==> src/sv/dimg_pkg.sv <==
// shared types and constants for the disk image block decompressor
package dimg_pkg;

    localparam int BUF_BYTES = 256;
    localparam int BUF_AW    = 8;

    localparam logic [7:0] BK_HDR_A   = 8'hF9;
    localparam logic [7:0] BK_HDR_B   = 8'hFA;
    localparam logic [7:0] BK_END     = 8'h45;
    localparam logic [6:0] BK_PREFIX  = 7'h41;
    localparam logic [6:0] BK_SEGMENT = 7'h43;
    localparam logic [6:0] BK_TAIL    = 7'h44;
    localparam logic [6:0] BK_SAME    = 7'h46;
    localparam logic [6:0] BK_RAW     = 7'h47;

    localparam logic [1:0] KIND_DATA  = 2'd0;
    localparam logic [1:0] KIND_DONE  = 2'd1;
    localparam logic [1:0] KIND_ERROR = 2'd2;

    localparam logic [2:0] ERR_NONE      = 3'd0;
    localparam logic [2:0] ERR_FIRST     = 3'd1;
    localparam logic [2:0] ERR_UNENDED   = 3'd2;
    localparam logic [2:0] ERR_DENSITY   = 3'd3;
    localparam logic [2:0] ERR_BLOCK     = 3'd4;
    localparam logic [2:0] ERR_SECTOR0   = 3'd5;

    typedef enum logic [4:0] {
        PH_ARCHIVE, PH_BLOCK, PH_DENS, PH_SEC_LO, PH_SEC_HI, PH_PRE_OFF, PH_PRE_FILL,
        PH_PRE_LIT, PH_SEG_FIRST, PH_SEG_LIT, PH_SEG_RUNEND, PH_SEG_FILL,
        PH_SEG_LITEND, PH_TAIL_OFF, PH_TAIL_LIT, PH_RAW, PH_DONE
    } phase_t;

    typedef enum logic [1:0] {E_FILL, E_PARSE, E_WAIT, E_HALT} eng_t;

    typedef enum logic [2:0] {U_IDLE, U_READ, U_LAST, U_EMIT, U_STATUS} unl_t;

    typedef struct packed {
        logic        start;
        logic        status;
        logic [1:0]  kind;
        logic [2:0]  code;
        logic [15:0] sector;
        logic [23:0] base;
        logic        long_sec;
    } unl_req_t;

endpackage

==> src/sv/dimg_ram.sv <==
// generic single write, single read ram with registered read
module dimg_ram #(
    parameter int WIDTH = 8,
    parameter int DEPTH = 256
) (
    input  logic                     clk,
    input  logic                     we,
    input  logic [$clog2(DEPTH)-1:0] wr_addr,
    input  logic [WIDTH-1:0]         wr_data,
    input  logic [$clog2(DEPTH)-1:0] rd_addr,
    output logic [WIDTH-1:0]         rd_data
);
    logic [WIDTH-1:0] mem [DEPTH];

    always_ff @(posedge clk)
    begin
        if (we)
        begin
            mem[wr_addr] <= wr_data;
        end
        rd_data <= mem[rd_addr];
    end
endmodule

==> src/sv/dimg_parser.sv <==
// archive byte parser, buffer fill engine and sector dump requests
module dimg_parser (
    input  logic                      clk,
    input  logic                      rst_n,
    input  logic                      cfg_write_en,
    input  logic                      cfg_write_data,
    input  logic                      in_valid,
    output logic                      in_ready,
    input  logic [7:0]                data_byte,
    input  logic                      dump_done,
    output dimg_pkg::unl_req_t        req,
    output logic                      mem_we,
    output logic [dimg_pkg::BUF_AW-1:0] mem_addr,
    output logic [7:0]                mem_data
);
    import dimg_pkg::*;

    eng_t        eng_reg, eng_next;
    phase_t      phase_reg, phase_next;
    logic [7:0]  blk_reg, blk_next;
    logic        long_reg, long_next;
    logic        last_reg, last_next;
    logic        open_reg, open_next;
    logic [15:0] sec_reg, sec_next;
    logic [8:0]  pos_reg, pos_next;
    logic [8:0]  re_reg, re_next;
    logic [7:0]  hold_reg, hold_next;
    logic [7:0]  fill_reg, fill_next;
    logic [8:0]  fcnt_reg, fcnt_next;
    logic [8:0]  fend_reg, fend_next;
    logic        fdump_reg, fdump_next;
    logic        hdr_reg;

    logic        accept, dump, fail, done_st;
    logic [2:0]  fail_code;
    logic [8:0]  dens, seclen, offs, pos_inc, pos_max;
    logic [15:0] sec_m4;
    logic [23:0] base;

    assign accept  = in_valid && in_ready;
    assign dens    = long_reg ? 9'd256 : 9'd128;
    assign seclen  = (sec_reg < 16'd4) ? 9'd128 : dens;
    assign offs    = (data_byte == 8'd0) ? 9'd256 : {1'b0, data_byte};
    assign pos_inc = pos_reg + 9'd1;
    assign pos_max = (pos_reg < re_reg) ? re_reg : pos_reg;
    assign sec_m4  = sec_reg - 16'd4;

    always_comb
    begin
        if (sec_reg < 16'd4)
        begin
            base = {15'd0, sec_reg[1:0] - 2'd1, 7'd0};
        end
        else if (long_reg)
        begin
            base = {sec_m4, 8'd0} + 24'd384;
        end
        else
        begin
            base = {1'b0, sec_m4, 7'd0} + 24'd384;
        end
        if (hdr_reg)
        begin
            base = base + 24'd16;
        end
    end

    always_comb
    begin
        eng_next   = eng_reg;
        phase_next = phase_reg;
        blk_next   = blk_reg;
        long_next  = long_reg;
        last_next  = last_reg;
        open_next  = open_reg;
        sec_next   = sec_reg;
        pos_next   = pos_reg;
        re_next    = re_reg;
        hold_next  = hold_reg;
        fill_next  = fill_reg;
        fcnt_next  = fcnt_reg;
        fend_next  = fend_reg;
        fdump_next = fdump_reg;
        dump       = 1'b0;
        fail       = 1'b0;
        fail_code  = ERR_NONE;
        done_st    = 1'b0;
        req        = '0;
        unique case (eng_reg)
            E_FILL:
            begin
                fcnt_next = fcnt_reg + 9'd1;
                if (fcnt_next == fend_reg)
                begin
                    if (fdump_reg)
                    begin
                        dump = 1'b1;
                    end
                    else
                    begin
                        eng_next = E_PARSE;
                    end
                end
            end
            E_WAIT:
            begin
                if (dump_done)
                begin
                    eng_next = E_PARSE;
                end
            end
            E_HALT:
            begin
            end
            E_PARSE:
            begin
                if (accept)
                begin
                    unique case (phase_reg)
                        PH_ARCHIVE:
                        begin
                            if (data_byte != BK_HDR_A && data_byte != BK_HDR_B)
                            begin
                                fail = 1'b1;
                                fail_code = ERR_FIRST;
                            end
                            else
                            begin
                                blk_next = data_byte;
                                phase_next = PH_DENS;
                            end
                        end
                        PH_BLOCK:
                        begin
                            blk_next = data_byte;
                            if (data_byte == BK_HDR_A || data_byte == BK_HDR_B)
                            begin
                                if (open_reg)
                                begin
                                    fail = 1'b1;
                                    fail_code = ERR_UNENDED;
                                end
                                else
                                begin
                                    phase_next = PH_DENS;
                                end
                            end
                            else if (data_byte == BK_END)
                            begin
                                open_next = 1'b0;
                                if (last_reg)
                                begin
                                    phase_next = PH_DONE;
                                    done_st = 1'b1;
                                end
                            end
                            else if (data_byte[6:0] == BK_PREFIX)
                            begin
                                phase_next = PH_PRE_OFF;
                            end
                            else if (data_byte[6:0] == BK_SEGMENT)
                            begin
                                pos_next = 9'd0;
                                phase_next = PH_SEG_FIRST;
                            end
                            else if (data_byte[6:0] == BK_TAIL)
                            begin
                                phase_next = PH_TAIL_OFF;
                            end
                            else if (data_byte[6:0] == BK_SAME)
                            begin
                                dump = 1'b1;
                            end
                            else if (data_byte[6:0] == BK_RAW)
                            begin
                                pos_next = 9'd0;
                                re_next = seclen;
                                phase_next = PH_RAW;
                            end
                            else
                            begin
                                fail = 1'b1;
                                fail_code = ERR_BLOCK;
                            end
                        end
                        PH_DENS:
                        begin
                            last_next = data_byte[7];
                            phase_next = PH_SEC_LO;
                            if (data_byte[6:4] == 3'd0 || data_byte[6:4] == 3'd4)
                            begin
                                long_next = 1'b0;
                            end
                            else if (data_byte[6:4] == 3'd2)
                            begin
                                long_next = 1'b1;
                            end
                            else
                            begin
                                fail = 1'b1;
                                fail_code = ERR_DENSITY;
                            end
                        end
                        PH_SEC_LO:
                        begin
                            hold_next = data_byte;
                            phase_next = PH_SEC_HI;
                        end
                        PH_SEC_HI:
                        begin
                            sec_next = {data_byte, hold_reg};
                            if (blk_reg == BK_HDR_A || blk_reg == BK_HDR_B)
                            begin
                                open_next = 1'b1;
                            end
                            phase_next = PH_BLOCK;
                        end
                        PH_PRE_OFF:
                        begin
                            re_next = offs;
                            phase_next = PH_PRE_FILL;
                        end
                        PH_PRE_FILL:
                        begin
                            fill_next = data_byte;
                            pos_next = re_reg;
                            phase_next = PH_PRE_LIT;
                            fcnt_next = 9'd0;
                            fend_next = dens;
                            fdump_next = 1'b0;
                            eng_next = E_FILL;
                        end
                        PH_PRE_LIT:
                        begin
                            pos_next = pos_reg - 9'd1;
                            if (pos_next == 9'd0)
                            begin
                                dump = 1'b1;
                            end
                        end
                        PH_SEG_FIRST, PH_SEG_LITEND:
                        begin
                            re_next = (phase_reg == PH_SEG_FIRST) ? {1'b0, data_byte} : offs;
                            if (pos_reg < re_next)
                            begin
                                phase_next = PH_SEG_LIT;
                            end
                            else if (pos_reg == dens)
                            begin
                                dump = 1'b1;
                            end
                            else
                            begin
                                phase_next = PH_SEG_RUNEND;
                            end
                        end
                        PH_SEG_LIT:
                        begin
                            pos_next = pos_inc;
                            if (pos_inc >= re_reg)
                            begin
                                if (pos_inc == dens)
                                begin
                                    dump = 1'b1;
                                end
                                else
                                begin
                                    phase_next = PH_SEG_RUNEND;
                                end
                            end
                        end
                        PH_SEG_RUNEND:
                        begin
                            re_next = offs;
                            phase_next = PH_SEG_FILL;
                        end
                        PH_SEG_FILL:
                        begin
                            fill_next = data_byte;
                            pos_next = pos_max;
                            phase_next = PH_SEG_LITEND;
                            if (pos_reg < re_reg)
                            begin
                                fcnt_next = pos_reg;
                                fend_next = re_reg;
                                fdump_next = (pos_max >= dens);
                                eng_next = E_FILL;
                            end
                            else if (pos_max >= dens)
                            begin
                                dump = 1'b1;
                            end
                        end
                        PH_TAIL_OFF:
                        begin
                            pos_next = offs;
                            if (offs < dens)
                            begin
                                phase_next = PH_TAIL_LIT;
                            end
                            else
                            begin
                                dump = 1'b1;
                            end
                        end
                        PH_TAIL_LIT:
                        begin
                            pos_next = pos_inc;
                            if (pos_inc >= dens)
                            begin
                                dump = 1'b1;
                            end
                        end
                        PH_RAW:
                        begin
                            pos_next = pos_inc;
                            if (pos_inc >= re_reg)
                            begin
                                dump = 1'b1;
                            end
                        end
                        default:
                        begin
                        end
                    endcase
                end
            end
            default:
            begin
            end
        endcase

        if (dump)
        begin
            if (sec_reg == 16'd0)
            begin
                fail = 1'b1;
                fail_code = ERR_SECTOR0;
            end
            else
            begin
                req.start    = 1'b1;
                req.sector   = sec_reg;
                req.base     = base;
                req.long_sec = (sec_reg >= 16'd4) && long_reg;
                sec_next     = blk_next[7] ? sec_reg + 16'd1 : sec_reg;
                phase_next   = blk_next[7] ? PH_BLOCK : PH_SEC_LO;
                eng_next     = E_WAIT;
            end
        end
        if (fail || done_st)
        begin
            req.status = 1'b1;
            req.kind   = fail ? KIND_ERROR : KIND_DONE;
            req.code   = fail_code;
            eng_next   = E_HALT;
        end
    end

    always_comb
    begin
        in_ready = (eng_reg == E_PARSE) || (eng_reg == E_HALT);
        mem_we   = 1'b0;
        mem_addr = pos_reg[BUF_AW-1:0];
        mem_data = data_byte;
        if (eng_reg == E_FILL)
        begin
            mem_we   = 1'b1;
            mem_addr = fcnt_reg[BUF_AW-1:0];
            mem_data = fill_reg;
        end
        else if (eng_reg == E_PARSE && in_valid)
        begin
            if (phase_reg == PH_PRE_LIT)
            begin
                mem_we   = 1'b1;
                mem_addr = pos_reg[BUF_AW-1:0] - 8'd1;
            end
            else if (phase_reg == PH_SEG_LIT || phase_reg == PH_TAIL_LIT
                     || phase_reg == PH_RAW)
            begin
                mem_we = 1'b1;
            end
        end
    end

    always_ff @(posedge clk or negedge rst_n)
    begin
        if (!rst_n)
        begin
            eng_reg   <= E_FILL;
            phase_reg <= PH_ARCHIVE;
            blk_reg   <= 8'd0;
            long_reg  <= 1'b0;
            last_reg  <= 1'b0;
            open_reg  <= 1'b0;
            sec_reg   <= 16'd0;
            pos_reg   <= 9'd0;
            re_reg    <= 9'd0;
            hold_reg  <= 8'd0;
            fill_reg  <= 8'd0;
            fcnt_reg  <= 9'd0;
            fend_reg  <= 9'd256;
            fdump_reg <= 1'b0;
            hdr_reg   <= 1'b1;
        end
        else
        begin
            eng_reg   <= eng_next;
            phase_reg <= phase_next;
            blk_reg   <= blk_next;
            long_reg  <= long_next;
            last_reg  <= last_next;
            open_reg  <= open_next;
            sec_reg   <= sec_next;
            pos_reg   <= pos_next;
            re_reg    <= re_next;
            hold_reg  <= hold_next;
            fill_reg  <= fill_next;
            fcnt_reg  <= fcnt_next;
            fend_reg  <= fend_next;
            fdump_reg <= fdump_next;
            if (cfg_write_en)
            begin
                hdr_reg <= cfg_write_data;
            end
        end
    end
endmodule

==> src/sv/dimg_unload.sv <==
// sector dump reader and output word register
module dimg_unload (
    input  logic                        clk,
    input  logic                        rst_n,
    input  dimg_pkg::unl_req_t          req,
    output logic                        dump_done,
    output logic [dimg_pkg::BUF_AW-1:0] rd_addr,
    input  logic [7:0]                  rd_data,
    output logic                        out_valid,
    input  logic                        out_ready,
    output logic [1:0]                  kind,
    output logic [2:0]                  error_code,
    output logic [15:0]                 sector,
    output logic [23:0]                 image_address,
    output logic [4:0]                  word_index,
    output logic [63:0]                 data,
    output logic                        last_word
);
    import dimg_pkg::*;

    unl_t        st_reg, st_next;
    logic [8:0]  bcnt_reg;
    logic [4:0]  word_reg;
    logic        pend_reg;
    logic [2:0]  lane_reg;
    logic [63:0] wbuf_reg;
    logic [15:0] sec_reg;
    logic [23:0] base_reg;
    logic        long_reg;
    logic [1:0]  skind_reg;
    logic [2:0]  scode_reg;
    logic        ov_reg;
    logic        slot_free, at_end;

    assign slot_free = !ov_reg || out_ready;
    assign at_end    = bcnt_reg == (long_reg ? 9'd256 : 9'd128);
    assign rd_addr   = bcnt_reg[BUF_AW-1:0];
    assign out_valid = ov_reg;

    always_comb
    begin
        st_next = st_reg;
        unique case (st_reg)
            U_IDLE:
            begin
                if (req.start)
                begin
                    st_next = U_READ;
                end
                else if (req.status)
                begin
                    st_next = U_STATUS;
                end
            end
            U_READ:
            begin
                if (bcnt_reg[2:0] == 3'd7)
                begin
                    st_next = U_LAST;
                end
            end
            U_LAST:
            begin
                st_next = U_EMIT;
            end
            U_EMIT:
            begin
                if (slot_free)
                begin
                    st_next = at_end ? U_IDLE : U_READ;
                end
            end
            U_STATUS:
            begin
                if (slot_free)
                begin
                    st_next = U_IDLE;
                end
            end
            default:
            begin
                st_next = U_IDLE;
            end
        endcase
    end

    always_comb
    begin
        dump_done = (st_reg == U_EMIT) && slot_free && at_end;
    end

    always_ff @(posedge clk or negedge rst_n)
    begin
        if (!rst_n)
        begin
            st_reg   <= U_IDLE;
            ov_reg   <= 1'b0;
            pend_reg <= 1'b0;
            bcnt_reg <= 9'd0;
            word_reg <= 5'd0;
        end
        else
        begin
            st_reg   <= st_next;
            pend_reg <= (st_reg == U_READ);
            if ((st_reg == U_EMIT || st_reg == U_STATUS) && slot_free)
            begin
                ov_reg <= 1'b1;
            end
            else if (out_ready)
            begin
                ov_reg <= 1'b0;
            end
            if (st_reg == U_IDLE && req.start)
            begin
                bcnt_reg <= 9'd0;
                word_reg <= 5'd0;
            end
            if (st_reg == U_READ)
            begin
                bcnt_reg <= bcnt_reg + 9'd1;
            end
            if (st_reg == U_EMIT && slot_free)
            begin
                word_reg <= word_reg + 5'd1;
            end
        end
    end

    always_ff @(posedge clk)
    begin
        lane_reg <= bcnt_reg[2:0];
        if (pend_reg)
        begin
            wbuf_reg[lane_reg*8 +: 8] <= rd_data;
        end
        if (st_reg == U_IDLE && (req.start || req.status))
        begin
            sec_reg   <= req.sector;
            base_reg  <= req.base;
            long_reg  <= req.long_sec;
            skind_reg <= req.kind;
            scode_reg <= req.code;
        end
        if (st_reg == U_EMIT && slot_free)
        begin
            kind          <= KIND_DATA;
            error_code    <= ERR_NONE;
            sector        <= sec_reg;
            image_address <= base_reg + {16'd0, word_reg, 3'd0};
            word_index    <= word_reg;
            data          <= wbuf_reg;
            last_word     <= at_end;
        end
        else if (st_reg == U_STATUS && slot_free)
        begin
            kind          <= skind_reg;
            error_code    <= scode_reg;
            sector        <= 16'd0;
            image_address <= 24'd0;
            word_index    <= 5'd0;
            data          <= 64'd0;
            last_word     <= 1'b1;
        end
    end
endmodule

==> src/sv/disk_image_block_decompressor.sv <==
// top level of the disk image block decompressor
// Takes one archive byte per cycle while parsing. After reset a clearing pass writes zero to
// every byte of the sector buffer before the first byte is taken. A prefix fill (128 or 256
// bytes) and a run fill both go through the single write port of the buffer ram. A finished
// sector is unloaded through the one read port as 64-bit words (16 or 32 words), during which
// no input is taken. Errors and the end of the archive give one status word, after which all
// input is taken and ignored until reset.
module disk_image_block_decompressor (
    input  logic        clk,
    input  logic        rst_n,
    input  logic        cfg_write_en,
    input  logic        cfg_write_data,
    input  logic        in_valid,
    output logic        in_ready,
    input  logic [7:0]  data_byte,
    output logic        out_valid,
    input  logic        out_ready,
    output logic [1:0]  kind,
    output logic [2:0]  error_code,
    output logic [15:0] sector,
    output logic [23:0] image_address,
    output logic [4:0]  word_index,
    output logic [63:0] data,
    output logic        last_word
);
    import dimg_pkg::*;

    unl_req_t          req;
    logic              dump_done;
    logic              mem_we;
    logic [BUF_AW-1:0] mem_addr;
    logic [7:0]        mem_data;
    logic [BUF_AW-1:0] rd_addr;
    logic [7:0]        rd_data;

    dimg_parser u_parser (
        .clk            (clk),
        .rst_n          (rst_n),
        .cfg_write_en   (cfg_write_en),
        .cfg_write_data (cfg_write_data),
        .in_valid       (in_valid),
        .in_ready       (in_ready),
        .data_byte      (data_byte),
        .dump_done      (dump_done),
        .req            (req),
        .mem_we         (mem_we),
        .mem_addr       (mem_addr),
        .mem_data       (mem_data)
    );

    dimg_ram #(.WIDTH(8), .DEPTH(BUF_BYTES)) u_buf (
        .clk     (clk),
        .we      (mem_we),
        .wr_addr (mem_addr),
        .wr_data (mem_data),
        .rd_addr (rd_addr),
        .rd_data (rd_data)
    );

    dimg_unload u_unload (
        .clk           (clk),
        .rst_n         (rst_n),
        .req           (req),
        .dump_done     (dump_done),
        .rd_addr       (rd_addr),
        .rd_data       (rd_data),
        .out_valid     (out_valid),
        .out_ready     (out_ready),
        .kind          (kind),
        .error_code    (error_code),
        .sector        (sector),
        .image_address (image_address),
        .word_index    (word_index),
        .data          (data),
        .last_word     (last_word)
    );
endmodule

==> config.mk <==
export PLATFORM = sky130hd
export DESIGN_NAME = disk_image_block_decompressor
export DESIGN_NICKNAME = d
export VERILOG_FILES = /design/src/sv/dimg_pkg.sv /design/src/sv/dimg_ram.sv /design/src/sv/dimg_parser.sv /design/src/sv/dimg_unload.sv /design/src/sv/disk_image_block_decompressor.sv
export SDC_FILE = /design/constraint.sdc
export NUM_CORES = 2
export LEC_CHECK = 0
export BUFFER_PORTS_ARGS = -buffer_cell sky130_fd_sc_hd__buf_2
export CORE_ASPECT_RATIO = 0.75
export CORE_UTILIZATION = 61
export DETAILED_ROUTE_END_ITERATION = 8
export PLACE_DENSITY_LB_ADDON = 0.1
export SLEW_MARGIN = 20
export SYNTH_ARGS = -nofsm -noshare
export SYNTH_HDL_FRONTEND = slang
export SYNTH_HIERARCHICAL = 1
export SYNTH_SLANG_ARGS = --single-unit
export TNS_END_PERCENT = 10
==> constraint.sdc <==
create_clock -name clk -period 29.3 [get_ports clk]
set_input_delay 5.86 -clock clk [delete_from_list [all_inputs] [get_ports clk]]
set_output_delay 5.86 -clock clk [all_outputs]
set_load 0.1 [all_outputs]
; After elaboration in Yosys (flattened, before gate mapping)
; Memories as Yosys holds them, arrays and structs flattened. A register that Yosys moved wholly into a read port is not among the register bits.
; Cells that the tools add are included.
[word_totals]
regBits = 335
latch_bits = 0
ram_bits = 2048
romBits = 0
input_bits = 14
output_inout_bits = 117
wordCells = 356
memories = 1
[classes]
n_addsub = 14
n_mul = 0
div = 0
magnitude_cmp = 8
n_eq_ne = 63
shift = 2
muxes = 177
bitwise = 1
n_reduce_logical = 55
[mem_list]
columns = memory, depth, word_bits, rd, rd_ports_with_merged_regs, write_ports, line
row1 = u_buf.mem, 256, 8, 1, 1, 1, dimg_ram.sv:13  ; logic [WIDTH-1:0] mem [DEPTH];
[op_table]
columns = op, count
row1 = 9-bit 2-to-1 mux, 25
row2 = 16-bit 2-to-1 mux, 8
row3 = 64-bit 2-to-1 mux, 2
row4 = 24-bit 2-to-1 mux, 5
row5 = 5-bit 2-to-1 mux, 23
row6 = 64-bit bitwise mux, 1
row7 = "8-bit by 34-bit variable shift with 64-bit output, first input constant", 1
row8 = 8-bit by 34-bit variable part select with 64-bit output, 1
row9 = 1-bit 2-to-1 mux, 60
row10 = 5-bit case mux with 12 select lines, 1
row11 = 8-bit 2-to-1 mux, 7
row12 = 9-bit case mux with 2 select lines, 3
row13 = 9-bit case mux with 6 select lines, 1
row14 = 3-bit 2-to-1 mux, 17
row15 = "5-bit by 4-bit equality test with 1-bit output, second input constant", 8
row16 = 9-bit equality test, 4
row17 = "7-bit equality test, second input constant", 5
row18 = 6-bit negation with 34-bit output, 1
row19 = "8-bit equality test, second input constant", 4
row20 = "9-bit by 1-bit adder with 9-bit output, second input constant", 3
row21 = 9-bit >= comparator, 3
row22 = 9-bit < comparator, 3
row23 = 9-bit case mux with 3 select lines, 1
row24 = "23-bit by 9-bit adder with 24-bit output, second input constant", 1
row25 = other kinds (56), 132

; Longest topological paths before layout
[depth]
depth_word = 18
ltp_mapped = 24
depth_no_buf = 21

; Hierarchy
; The synthesis kept the hierarchy.
[by_module_without_submodules]
columns = module, instances, cells_each, area_each_um2, seq_area_each_um2
row1 = dimg_ram, 1, 3733, 79546.3, 61659.1
row2 = dimg_unload, 1, 660, 9799.4, 7241.9
row3 = dimg_parser, 1, 1100, 8214.1, 2204.6

; Least setup slack after synthesis
; Ideal clock, no wire load.
[synth_path]
path_type = input to register
startpoint = input data_byte[2]
endpoint = memory u_buf.mem[0][2] (data pin)
setup_ns = 2.188
arrival_time_ns = 16.315
path_slack_ns = 10.797
stages = 3
path_buffers = 1
path_cell_list = clkbuf_1 -> clkinv_1 -> o21ai_0
[synth_between]
elab_chain_cells = 1
[synth_lines]
columns = item, line
row1 = from (decl), disk_image_block_decompressor.sv:15  ; input logic [7:0] data_byte,
row2 = 8-bit 2-to-1 mux, dimg_parser.sv:366  ; if (eng_reg == E_FILL)
row3 = net mem_data[2], disk_image_block_decompressor.sv:32  ; logic [7:0] mem_data;
row4 = to (decl), dimg_ram.sv:13
; The timed path passes the listed nets, and every way through them passes these cells.

; Final worst setup path
[layout_path]
startpoint = input in_valid
endpoint = memory u_buf.mem[4][7] (enable)
[layout_rtl]
columns = item, line
row1 = from (decl), disk_image_block_decompressor.sv:13  ; input logic in_valid,
row2 = 1-bit logical AND, dimg_parser.sv:372  ; else if (eng_reg == E_PARSE && in_valid)
row3 = 8-bit 2-to-1 mux, dimg_parser.sv:372
row4 = 8-bit 2-to-1 mux, dimg_parser.sv:366
row5 = net mem_addr[2], disk_image_block_decompressor.sv:31  ; logic [BUF_AW-1:0] mem_addr;
; The timed path passes the listed nets, and every way through them passes these cells.

==> impl_results.md <==
- Share of cells above drive strength 1: 18.82%
- Final Skew: 0.03973 ns
- GP Congestion: 0.9087
- Per-cell routed wire length: 31.05 um
- Pwr/cell area: 94.47 nW/um2
- # IOs: 131
- Post-route setup TNS: 0 ns
- Cts hold-fix bufs: 0
- Measured slew at the worst slew-check pin: 1.244 ns
- Die Ht: 348.3 um
- Vias: 53.40k
- Largest cells by area after synthesis: edfxtp_1 70%, mux4_2 11%, dfrtp_1 2.7%
- Nets: 5645
- Final WL: 244.4 mm
- Clock Sinks: 2391
- Placed inst area: 99900 um2
- Unrepaired setup endpoints after global routing: no
- TritonCTS clock tree: built
- Clock buffer count from CTS: 212
- Synth cell count leaders: 2268 x edfxtp_1, 455 x mux4_2, 412 x nor2_1
- Hold Path Origin: u_parser/fill_reg[4]$_DFFE_PN0P_
- Clk Latency, worst-skew pair: 0.86 ns
- Hold Slack: 0.4794 ns
- Residual DRC: 0
- Run status: completed
- Multi-input logic area: 24520 um2
- Vias in the first global route: 51.06k
- Finished Cell Area: 107000 um2
- Post-CTS setup buffers: 0
- Reg-to-reg slack, setup: 22.65 ns
- Crit. Startpoint: in_valid
- Peak VDD IR: 0.09411 mV
- First drt pass iteration count: 8
- Final max-slew violation count: 0
- F_max: 0.1031 GHz
- FP Rows: 126
- Drt via density: 6.785
- Clock Tree Buf Depth: 3
- Tcrit/Tclk final: 33.11%
- GRT Resource Usage Total: 30.52%
- Initial DRC count: 7894
- First-pass GRT wire length: 356.2 mm
- Initial antenna violation count: 9
- CP required: 29.77 ns
- Hold Path Sink: u_parser/fill_reg[4]$_DFFE_PN0P_
- Core box area: 158100 um2
- Reg2reg start: u_unload/bcnt_reg[0]$_DFFE_PN0P_
- Share of the synthesized area in the top cell type: 69.81%
- Cells after synthesis: 5493
- Reg-to-reg endpoint: u_buf/rd_data[5]$_DFF_P_
- Die area: 161600 um2
- Util after Layout: 67.69%
- Register area: 71120 um2
- Initial Util: 61.70%
- Largest net degree at the start of global routing: 217
- CP Capture Type: register
- Startpoint types: input port
- Final setup fails: 0
- Endpoints failing hold: 0
- Hold path cells: 2
- Cell taking the most area after synthesis: edfxtp_1
- Largest register FFs: 2048
- Top FF cell, synth: edfxtp_1
- Flops & latches, synth: 2391
- EDFF count, synth: 2268
- Final Critical Period: 9.701 ns
- Area grow syn2layout: 9.705%
- Final Power: 10.11 mW
- Register area share after synthesis: 72.88%
- H-tree Lvls: 4
- FFs w/ async S/R, synth: 4.475%
- Crit Path Class: in2reg
- Leak: 34.65 nW
- Post-cts resize count: 0
- Synthesized area: 97560 um2
- Congestion Overflow GR: 0
- Slew HR: 17.04%
- Post-synth cell types: 103
- Port Buffers: 130
- Die Wd: 463.8 um
- Syn. warnings: 6
- Hold Path Class: reg2reg
- Fillers: 10.23k
- Root Buffer: clkbuf_16
- Hpwl dp: 149.4 mm
- Max FO, Critical Path: 13
- Max Cap Violations: 0
- Post-DRT Antenna Nets: 0
- Clock-pin slew on the worst setup and hold paths: 0.06 ns
- WP data arrival: 10.18 ns
- Most frequent cell after synthesis: edfxtp_1
- Avg Cell Area, Syn: 17.76 um2
- R2R cell count: 10
[power by group]
part	internal [mW]	leakage, nW	total [mW]	switching (mW)
logic	1.00	9.19	2.99	1.98
registers	4.14	22.1	4.32	0.180
clock network	1.58	3.41	2.81	1.23
[kinds of logic (layout without fill, tap and decap cells)]
| group | Yosys count | in the layout | share of synthesized area, % |
|---|---|---|---|
| AOI/OAI and AO/OA | 748 | 748 | 5.199 |
| DFF | 2391 | 2391 | 72.88 |
| muxes | 616 | 616 | 12.18 |
| buffers and inverters | 410 | 668 | 2.291 |
| adders and majority gates | 56 | 56 | 0.7259 |
| other | 1 | 8 | 0.003844 |
| xor gates and xnor gates | 66 | 66 | 0.5925 |
| and+or+nand+nor | 1205 | 1205 | 6.119 |
[metal layers]
layer,up-vias,part of all wire [%],global-route usage [%]
met4,2,2.1,7.139
met3,344,13,8.536
met1,27469,41,47.82
met5,-,0.0053,0
li1,22254,-,-
met2,3328,43,42.84
[how the worst max path moves through the flow]
stage,end,cells past startpoint
2_1_floorplan,u_buf/mem[0][2]$_DFFE_PP_,3
5_1_grt,u_buf/mem[53][3]$_DFFE_PP_,9
3_3_place_gp,u_unload/scode_reg[0]$_DFFE_PP_,14
3_5_place_dp,u_buf/mem[251][1]$_DFFE_PP_,8
4_1_cts,u_buf/mem[251][0]$_DFFE_PP_,8
6_report,u_buf/mem[4][7]$_DFFE_PP_,9
[through the flow]
stage               std cells  setup slack [ns]
floorplan                5498             10.80
global placement         7468             19.00
detailed placement       7470             18.83
CTS                      7865             19.75
global route             7869             19.38
finish                   7870             19.60
[area by class of cell]
type,count,area share [%]
Multi-Input combinational cell,2697,22.91
Tap cell,2112,2.469
Clock inverter,134,1.230
Inverter,51,0.1800
Antenna cell,2,0.004676
Sequential cell,2391,66.45
Timing Repair Buffer,222,1.427
Clock buffer,261,5.324
[worst max-delay path, cell delays in order]
cell     delay (ns)
buf_2          0.09
nand2_1        0.29
nor2_1         0.51
nand2_1        0.13
xor2_1         0.17
o21ai_0        0.79
nor2b_1        0.61
nand3_2        0.78
nor2_1         0.91
[cell usage in the layout (no fill, tap or decap), drive strengths merged, types with 95 or more instances in the layout]
| cell | instances |
|---|---|
| buf | 222 |
| clkinv | 96 |
| edfxtp | 2268 |
| and3 | 121 |
| clkbuf | 261 |
| mux4 | 456 |
| o21ai | 120 |
| mux2i | 153 |
| a21oi | 180 |
| nand2 | 205 |
| a22oi | 135 |
| nor2 | 412 |
| dfrtp | 105 |
| nand3 | 95 |
No activity file was read; power rests on OpenSTA's default activity.
